`src/design/sha256_pkg.sv`:
```
// shared types, constants and round functions of the sha-256 stream hasher
package sha256_pkg;

  localparam int SHA_QUEUE_DEPTH = 2;

  localparam int BLOCK_BITS = 512;
  localparam int TOTAL_BITS = 61;
  localparam logic [7:0] PAD_MARK = 8'h80;
  localparam logic [5:0] LEN_POS = 6'd56;
  localparam logic [5:0] LAST_POS = 6'd63;
  localparam logic [5:0] LAST_ROUND = 6'd63;

  localparam logic [31:0] ROUND_K [64] = '{
    32'h428a2f98, 32'h71374491, 32'hb5c0fbcf, 32'he9b5dba5,
    32'h3956c25b, 32'h59f111f1, 32'h923f82a4, 32'hab1c5ed5,
    32'hd807aa98, 32'h12835b01, 32'h243185be, 32'h550c7dc3,
    32'h72be5d74, 32'h80deb1fe, 32'h9bdc06a7, 32'hc19bf174,
    32'he49b69c1, 32'hefbe4786, 32'h0fc19dc6, 32'h240ca1cc,
    32'h2de92c6f, 32'h4a7484aa, 32'h5cb0a9dc, 32'h76f988da,
    32'h983e5152, 32'ha831c66d, 32'hb00327c8, 32'hbf597fc7,
    32'hc6e00bf3, 32'hd5a79147, 32'h06ca6351, 32'h14292967,
    32'h27b70a85, 32'h2e1b2138, 32'h4d2c6dfc, 32'h53380d13,
    32'h650a7354, 32'h766a0abb, 32'h81c2c92e, 32'h92722c85,
    32'ha2bfe8a1, 32'ha81a664b, 32'hc24b8b70, 32'hc76c51a3,
    32'hd192e819, 32'hd6990624, 32'hf40e3585, 32'h106aa070,
    32'h19a4c116, 32'h1e376c08, 32'h2748774c, 32'h34b0bcb5,
    32'h391c0cb3, 32'h4ed8aa4a, 32'h5b9cca4f, 32'h682e6ff3,
    32'h748f82ee, 32'h78a5636f, 32'h84c87814, 32'h8cc70208,
    32'h90befffa, 32'ha4506ceb, 32'hbef9a3f7, 32'hc67178f2
  };

  localparam logic [31:0] INIT_H [8] = '{
    32'h6a09e667, 32'hbb67ae85, 32'h3c6ef372, 32'ha54ff53a,
    32'h510e527f, 32'h9b05688c, 32'h1f83d9ab, 32'h5be0cd19
  };

  typedef struct packed {
    logic [BLOCK_BITS-1:0] data;
    logic                  last;
  } block_t;

  typedef struct packed {
    logic   push;
    block_t entry;
  } push_t;

  typedef enum logic [1:0] {
    FRONT_DATA,
    FRONT_MARK,
    FRONT_ZERO,
    FRONT_LEN
  } front_state_t;

  typedef enum logic [1:0] {
    CORE_IDLE,
    CORE_ROUND,
    CORE_FINISH
  } core_state_t;

  function automatic logic [31:0] rotr(input logic [31:0] x, input int n);
    rotr = (x >> n) | (x << (32 - n));
  endfunction

  function automatic logic [31:0] big_sigma0(input logic [31:0] x);
    big_sigma0 = rotr(x, 2) ^ rotr(x, 13) ^ rotr(x, 22);
  endfunction

  function automatic logic [31:0] big_sigma1(input logic [31:0] x);
    big_sigma1 = rotr(x, 6) ^ rotr(x, 11) ^ rotr(x, 25);
  endfunction

  function automatic logic [31:0] small_sigma0(input logic [31:0] x);
    small_sigma0 = rotr(x, 7) ^ rotr(x, 18) ^ (x >> 3);
  endfunction

  function automatic logic [31:0] small_sigma1(input logic [31:0] x);
    small_sigma1 = rotr(x, 17) ^ rotr(x, 19) ^ (x >> 10);
  endfunction

endpackage

```
`src/design/sha256_front.sv`:
```
// front end: collects message bytes into blocks and generates the padding
module sha256_front import sha256_pkg::*; (
  input  logic        clk,
  input  logic        rst,
  input  logic        msg_valid,
  output logic        msg_stall,
  input  logic [7:0]  message_byte,
  input  logic        byte_present,
  input  logic        end_of_message,
  input  logic        q_full,
  output push_t       push
);

  front_state_t          state, state_next;
  logic [BLOCK_BITS-1:0] blk;
  logic [5:0]            pos;
  logic [TOTAL_BITS-1:0] total;
  logic [63:0]           len;

  logic                  accept;
  logic                  emit;
  logic                  wr_en;
  logic [7:0]            wr_byte;
  logic [5:0]            pos_inc;
  logic [TOTAL_BITS-1:0] total_inc;

  assign accept    = msg_valid && !msg_stall;
  assign pos_inc   = pos + 6'd1;
  assign total_inc = total + TOTAL_BITS'(byte_present);
  // a byte that closes a block needs room in the queue
  assign emit      = !((pos == LAST_POS) && q_full);

  // next state
  always_comb begin
    state_next = state;
    case (state)
      FRONT_DATA: begin
        if (accept && end_of_message) state_next = FRONT_MARK;
      end
      FRONT_MARK: begin
        if (emit) state_next = (pos_inc == LEN_POS) ? FRONT_LEN : FRONT_ZERO;
      end
      FRONT_ZERO: begin
        if (emit && pos_inc == LEN_POS) state_next = FRONT_LEN;
      end
      FRONT_LEN: begin
        if (emit && pos == LAST_POS) state_next = FRONT_DATA;
      end
      default: state_next = FRONT_DATA;
    endcase
  end

  // outputs
  always_comb begin
    msg_stall = 1'b1;
    wr_en     = 1'b0;
    wr_byte   = 8'h00;
    case (state)
      FRONT_DATA: begin
        msg_stall = q_full;
        wr_en     = accept && byte_present;
        wr_byte   = message_byte;
      end
      FRONT_MARK: begin
        wr_en   = emit;
        wr_byte = PAD_MARK;
      end
      FRONT_ZERO: begin
        wr_en   = emit;
        wr_byte = 8'h00;
      end
      FRONT_LEN: begin
        wr_en   = emit;
        wr_byte = len[63:56];
      end
      default: begin
        msg_stall = 1'b1;
      end
    endcase
    push.push       = wr_en && (pos == LAST_POS);
    push.entry.data = {blk[BLOCK_BITS-9:0], wr_byte};
    push.entry.last = (state == FRONT_LEN);
  end

  always_ff @(posedge clk) begin
    if (rst) begin
      state <= FRONT_DATA;
      pos   <= '0;
      total <= '0;
    end else begin
      state <= state_next;
      if (wr_en) pos <= pos_inc;
      if (accept) begin
        if (end_of_message) total <= '0;
        else total <= total_inc;
      end
    end
  end

  always_ff @(posedge clk) begin
    if (wr_en) blk <= {blk[BLOCK_BITS-9:0], wr_byte};
    if (accept && end_of_message) len <= {total_inc, 3'b000};
    else if (state == FRONT_LEN && emit) len <= {len[55:0], 8'h00};
  end

endmodule

```
`src/design/sha256_queue.sv`:
```
// short block queue between the front end and the compression core
module sha256_queue import sha256_pkg::*; #(
  parameter int Depth = SHA_QUEUE_DEPTH
) (
  input  logic   clk,
  input  logic   rst,
  input  push_t  push,
  input  logic   pop,
  output block_t head,
  output logic   full,
  output logic   empty
);

  localparam int PtrW = (Depth > 1) ? $clog2(Depth) : 1;
  localparam int CntW = $clog2(Depth + 1);

  block_t            mem [Depth];
  logic [PtrW-1:0]   wr_ptr, rd_ptr;
  logic [CntW-1:0]   count;
  logic              do_push, do_pop;

  assign full    = (count == CntW'(Depth));
  assign empty   = (count == '0);
  assign do_push = push.push && !full;
  assign do_pop  = pop && !empty;
  assign head    = mem[rd_ptr];

  always_ff @(posedge clk) begin
    if (rst) begin
      wr_ptr <= '0;
      rd_ptr <= '0;
      count  <= '0;
    end else begin
      if (do_push) wr_ptr <= (wr_ptr == PtrW'(Depth - 1)) ? '0 : wr_ptr + PtrW'(1);
      if (do_pop)  rd_ptr <= (rd_ptr == PtrW'(Depth - 1)) ? '0 : rd_ptr + PtrW'(1);
      if (do_push && !do_pop) count <= count + CntW'(1);
      else if (do_pop && !do_push) count <= count - CntW'(1);
    end
  end

  always_ff @(posedge clk) begin
    if (do_push) mem[wr_ptr] <= push.entry;
  end

endmodule

```
`src/design/sha256_core.sv`:
```
// compression core: one round per cycle, chaining words and digest register
module sha256_core import sha256_pkg::*; (
  input  logic        clk,
  input  logic        rst,
  input  block_t      head,
  input  logic        empty,
  output logic        pop,
  output logic        dig_valid,
  input  logic        dig_stall,
  output logic [63:0] digest_part_3,
  output logic [63:0] digest_part_2,
  output logic [63:0] digest_part_1,
  output logic [63:0] digest_part_0
);

  core_state_t state, state_next;
  logic [5:0]  round;
  logic [31:0] h [8];
  logic [31:0] v [8];
  logic [31:0] w [16];
  logic        last_blk;

  logic        finish_go;
  logic [31:0] t1, t2, w_new, ch, maj;
  logic [31:0] sums [8];

  assign ch    = (v[4] & v[5]) ^ (~v[4] & v[6]);
  assign maj   = (v[0] & v[1]) ^ (v[0] & v[2]) ^ (v[1] & v[2]);
  assign t1    = v[7] + big_sigma1(v[4]) + ch + ROUND_K[round] + w[0];
  assign t2    = big_sigma0(v[0]) + maj;
  assign w_new = small_sigma1(w[14]) + w[9] + small_sigma0(w[1]) + w[0];

  always_comb begin
    for (int i = 0; i < 8; i++) sums[i] = h[i] + v[i];
  end

  // next state
  always_comb begin
    state_next = state;
    case (state)
      CORE_IDLE: begin
        if (!empty) state_next = CORE_ROUND;
      end
      CORE_ROUND: begin
        if (round == LAST_ROUND) state_next = CORE_FINISH;
      end
      CORE_FINISH: begin
        if (!(last_blk && dig_valid && dig_stall)) state_next = CORE_IDLE;
      end
      default: state_next = CORE_IDLE;
    endcase
  end

  // outputs
  always_comb begin
    pop       = 1'b0;
    finish_go = 1'b0;
    case (state)
      CORE_IDLE:   pop = !empty;
      CORE_ROUND:  pop = 1'b0;
      CORE_FINISH: finish_go = !(last_blk && dig_valid && dig_stall);
      default:     pop = 1'b0;
    endcase
  end

  always_ff @(posedge clk) begin
    if (rst) begin
      state     <= CORE_IDLE;
      round     <= '0;
      dig_valid <= 1'b0;
      for (int i = 0; i < 8; i++) h[i] <= INIT_H[i];
    end else begin
      state <= state_next;
      if (pop) round <= '0;
      else if (state == CORE_ROUND) round <= round + 6'd1;
      if (finish_go && last_blk) dig_valid <= 1'b1;
      else if (!dig_stall) dig_valid <= 1'b0;
      if (finish_go) begin
        for (int i = 0; i < 8; i++) h[i] <= last_blk ? INIT_H[i] : sums[i];
      end
    end
  end

  always_ff @(posedge clk) begin
    if (pop) begin
      last_blk <= head.last;
      for (int i = 0; i < 8; i++) v[i] <= h[i];
      for (int i = 0; i < 16; i++) w[i] <= head.data[BLOCK_BITS-1-32*i -: 32];
    end else if (state == CORE_ROUND) begin
      v[7] <= v[6];
      v[6] <= v[5];
      v[5] <= v[4];
      v[4] <= v[3] + t1;
      v[3] <= v[2];
      v[2] <= v[1];
      v[1] <= v[0];
      v[0] <= t1 + t2;
      for (int i = 0; i < 15; i++) w[i] <= w[i+1];
      w[15] <= w_new;
    end
    if (finish_go && last_blk) begin
      digest_part_3 <= {sums[0], sums[1]};
      digest_part_2 <= {sums[2], sums[3]};
      digest_part_1 <= {sums[4], sums[5]};
      digest_part_0 <= {sums[6], sums[7]};
    end
  end

endmodule

```
`src/design/sha256_stream_hasher_top.sv`:
```
// top level of the sha-256 stream hasher
//
// message channel: one transaction per byte (msg_valid / msg_stall). a
//   transaction with byte_present low and end_of_message low does nothing; one
//   with end_of_message high closes the message after its byte (if any)
// digest channel: one transaction per message (dig_valid / dig_stall) carries
//   the 256-bit digest in four 64-bit big-endian parts, part 3 first
// throughput: one byte per cycle while the block queue has room and no padding
//   is being written; the compression core takes one block at a time (load,
//   64 rounds, chaining add), so on long messages the round unit sets the pace
// after end of message: the front end writes the padding and length bytes (9
//   to 72 of them) while msg_stall is high, then the final block or two pass
//   the queue and core; the digest is registered with dig_valid in the
//   chaining-add step of the last block
// reset: synchronous, clears the byte count, the queue and all handshakes and
//   loads the initial hash values
// receiver stall: the digest register holds; the core keeps a following message's
//   last block until the digest is taken; the queue fills, stalling the bytes
module sha256_stream_hasher_top import sha256_pkg::*; #(
  parameter int QueueDepth = SHA_QUEUE_DEPTH
) (
  input  logic        clk,
  input  logic        rst,
  input  logic        msg_valid,
  output logic        msg_stall,
  input  logic [7:0]  message_byte,
  input  logic        byte_present,
  input  logic        end_of_message,
  output logic        dig_valid,
  input  logic        dig_stall,
  output logic [63:0] digest_part_3,
  output logic [63:0] digest_part_2,
  output logic [63:0] digest_part_1,
  output logic [63:0] digest_part_0
);

  push_t  push;
  block_t head;
  logic   q_full, q_empty, pop;

  // byte gathering and padding
  sha256_front u_front (
    .clk            (clk),
    .rst            (rst),
    .msg_valid      (msg_valid),
    .msg_stall      (msg_stall),
    .message_byte   (message_byte),
    .byte_present   (byte_present),
    .end_of_message (end_of_message),
    .q_full         (q_full),
    .push           (push)
  );

  // finished blocks wait here so padding and compression overlap
  sha256_queue #(
    .Depth (QueueDepth)
  ) u_queue (
    .clk   (clk),
    .rst   (rst),
    .push  (push),
    .pop   (pop),
    .head  (head),
    .full  (q_full),
    .empty (q_empty)
  );

  // round unit, chaining words and digest output register
  sha256_core u_core (
    .clk           (clk),
    .rst           (rst),
    .head          (head),
    .empty         (q_empty),
    .pop           (pop),
    .dig_valid     (dig_valid),
    .dig_stall     (dig_stall),
    .digest_part_3 (digest_part_3),
    .digest_part_2 (digest_part_2),
    .digest_part_1 (digest_part_1),
    .digest_part_0 (digest_part_0)
  );

endmodule
```
`config.mk`:
```
export PLATFORM = sky130hd
export DESIGN_NAME = sha256_stream_hasher_top
export DESIGN_NICKNAME = d
export VERILOG_FILES = /design/src/design/sha256_pkg.sv /design/src/design/sha256_front.sv /design/src/design/sha256_queue.sv /design/src/design/sha256_core.sv /design/src/design/sha256_stream_hasher_top.sv
export SDC_FILE = /design/constraint.sdc
export NUM_CORES = 2
export LEC_CHECK = 0
export BUFFER_PORTS_ARGS = -buffer_cell sky130_fd_sc_hd__buf_2
export CAP_MARGIN = 5
export CORE_MARGIN = 10
export CORE_UTILIZATION = 55
export DETAILED_ROUTE_END_ITERATION = 8
export PLACE_DENSITY_LB_ADDON = 0.25
export SLEW_MARGIN = 5
export SYNTH_ARGS = -nofsm -noshare
export SYNTH_HDL_FRONTEND = slang
export SYNTH_SLANG_ARGS = --single-unit
```
`constraint.sdc`:
```
create_clock -name clk -period 105.5 [get_ports clk]
set_input_delay 10.55 -clock clk [delete_from_list [all_inputs] [get_ports clk]]
set_output_delay 10.55 -clock clk [all_outputs]
set_load 0.02 [all_outputs]
```
==> flow_metrics.py <==
metrics = {
    "clock_network": {
        "clk_path_buf_depth": 4,
        "cts.reportedPaths.clkPinSlew_ps": 60,
        "cts_buffers": 319,
        "htreeDepth": 5,
        "clock-sinks": 2955,
        "cts-root-buf": "clkbuf_16",
        "cts_tree": "yes",
        "cts.hold.buffers_added": 0,
        "cts_setup_buffers": 0,
        "clock_latency_ps": 950,
        "cts_resized": 0,
    },
    "global_routing": {
        "grt_antenna_before_repair": 10,
        "grt_max_degree": 199,
        "grt_pass1_wl_mm": 506,
        "overflow": 0,
        "grt_pass1_vias": 81200,
        "grt_use_total_pct": 24.7,
    },
    "synth": {
        "ys_types": 89,
        "synth_nets": 10900,
        "synth_edf_count": 2872,
        "avgSynthCellArea_um2": 13.2,
        "yosys-mux-area-fraction_pct": 4.30,
        "synth_top_family_by_area": "compound AO/OA/AOI/OAI gates",
        "synth_simple_gate_area_share_pct": 8.63,
        "synth-seq-cells": 2955,
        "yosysSeqAreaShare_pct": 65.0,
        "yosys_warnings": 0,
        "syn_inst": 10300,
        "synthXorXnorAreaFrac_pct": 4.15,
        "synth_area_um2": 135000,
        "synth_top_flop_cell": "edfxtp_1",
        "synth-compound-area-share_pct": 8.93,
        "ys_async_sr_fraction_pct": 0,
        "synthAdderAreaFrac_pct": 6.74,
    },
    "drt": {
        "drc": 0,
        "final_antenna_net_count": 0,
        "avgViaCountPerCell": 5.92,
        "drt_pre_antenna_iters": 6,
        "num_vias": 82300,
        "drtIter0Drc": 8470,
        "wl_mm": 337,
        "wl_per_cell_um": 24.2,
    },
    "placed_design": {
        "hpwl_mm": 228,
        "place_congestion": 0.958,
        "io_buffer_count": 271,
    },
    "sta": {
        "worst_pin_slew_ps": 1270,
        "fin_tns_setup_ps": 0,
        "drv_slew": 0,
        "hold_viol_final": 0,
        "slew_headroom_pct": 15.0,
        "fin_crit_ps": 14740,
        "setup_viol": 0,
        "fin_skew_ps": 62.0,
        "fin_crit_sh_pct": 14.0,
        "fmax_ghz": 0.0679,
        "rsz0062_at_grt": "no",
    },
    "layout": {
        "syn_to_final_growth_pct": 11.0,
        "fillCellCount": 18400,
        "layout-drive-gt1-share_pct": 8.70,
        "layout_common_cells": "2872 x edfxtp_1, 1518 x nand2_1, 931 x o21ai_0",
        "final_common_cell": "edfxtp_1",
        "nets": 11100,
    },
    "run_status": {
        "status": "finished, final reports clean",
    },
    "setup_path": {
        "critical-path-slowest-cell": "buf_4",
        "worstPathMaxFanout": 154,
        "crit_family": "buffers and inverters",
        "end_kind": "register",
        "crit_chain": "buf_2 > nand3_1 > a21oi_4 > buf_12 > and3_1 > nor2b_4 > buf_4 > buf_12 > buf_4 > buf_4",
        "cp-start-kind": "input pin",
        "required_ps": 106040,
        "r2r_slack_ps": 94060,
        "r2r_start": "u_core.round[1]$_SDFFE_PP0P_",
        "crit_buf_inv": 6,
        "slowest_delay_ps": 880,
        "crit_type": "input pin to register",
        "arrival_ps": 15280,
        "r2r_cells": 38,
        "reg2reg_to": "u_core.v[0][30]$_DFFE_PP_",
        "path_common_cell": "buf_4",
    },
    "flow_run": {
        "drv_cap": 0,
    },
    "hold_path": {
        "worst_hold_path.endpoint": "u_queue.mem[1][509]$_DFFE_PP_",
        "min_from": "u_front.blk[500]$_DFFE_PP_",
        "hold_depth": 0,
        "hold_path_class": "register to register",
    },
    "floorplan": {
        "start_util_pct": 55.4,
        "core-area_um2": 244000,
        "die_area_um2": 266000,
        "die_y_um": 516,
        "std_cell_rows": 181,
        "pin_count": 272,
        "die-width_um": 516,
    },
}
[sequential cells by signal, indices dropped and copies added, names as in the netlist, 256 cells and up, named ones only]
| signal | cells |
|---|---|
| u_front.blk | 504 |
| u_queue.mem | 1026 |
| u_core.v | 256 |
| u_core.w | 512 |
| u_core.h | 256 |
[worst register-to-register path: cells and delay by family, from the launching register on]
| family | cells | cell delay (ps) |
|---|---|---|
| AOI/OAI and AO/OA | 18 | 4490 |
| xor gates and xnor gates | 1 | 180 |
| adders and majority gates | 8 | 3990 |
| buffers and inverters | 5 | 1240 |
| DFF | 1 | 300 |
| and+or+nand+nor | 6 | 1000 |
[per-layer routing]
metal  GRT usage [%]  up-vias  routed length [um]
met2            39.0     2863              155000
met4            9.81        0               14800
met1            34.6    41000              143000
li1                -    37800                   -
met3            3.82      644               23900
met5               0        -                   0
[cell type report]
cell class	instances	area [um2]	share of cell area (%)
inverters	333	1250	0.833
flip-flops and latches	2955	87900	58.6
multi-input cells	6500	44400	29.6
diodes	5	12.5	0.00834
clock buffers	368	8330	5.55
clock inverters	189	1990	1.33
repair buffers	362	2170	1.44
well taps	3202	4010	2.67
[how the worst max path moves through the flow]
stage,startpoint,cells after the start,end
after global routing,byte_present,10,u_queue.mem[0][363]$_DFFE_PP_
after global placement,byte_present,10,u_queue.mem[0][308]$_DFFE_PP_
final,byte_present,10,u_queue.mem[0][363]$_DFFE_PP_
after floorplan,msg_valid,4,u_queue.mem[0][0]$_DFFE_PP_
after detailed placement,byte_present,10,u_queue.mem[0][308]$_DFFE_PP_
after CTS,byte_present,10,u_queue.mem[0][363]$_DFFE_PP_
[logic make-up after synthesis]
group,after synthesis
buffers and inverters,797
AND/OR/NAND/NOR,2638
flip-flops,2955
AO/OA/AOI/OAI,2035
XOR/XNOR,641
adder cells (fa/ha/maj),616
multiplexers,570
[stage by stage]
step / worst slack, ps / cells / hold WS (ps) / utilization, % / instance area (um2)
global placement: 89660 / 13400 / 424 / 57.3 / 140000
floorplan: 44290 / 10300 / 421 / - / 135000
finish: 90760 / 13900 / 444 / 61.5 / 150000
global route: 90330 / 13900 / 454 / 61.5 / 150000
detailed placement: 89650 / 13400 / 430 / 57.3 / 140000
CTS: 90610 / 13900 / 438 / 61.5 / 150000
[cells in the mapped netlist, drive strengths merged (173+ instances only)]
library cell  instances  area share [%]
a21o                204             1.1
a21oi               428             1.6
clkbuf              436             1.2
edfxtp             2872              64
fa                  195             2.9
ha                  399             3.7
inv                 327            0.91
mux2i               528             3.9
nand2              1521             4.2
nand2b              173            0.80
nor2                367             1.0
o21ai               937             3.5
xnor2               492             3.2
Power is left out: the tool's default activity adds up to more than one toggle a clock period on the data nets, which glitch-free logic cannot reach.
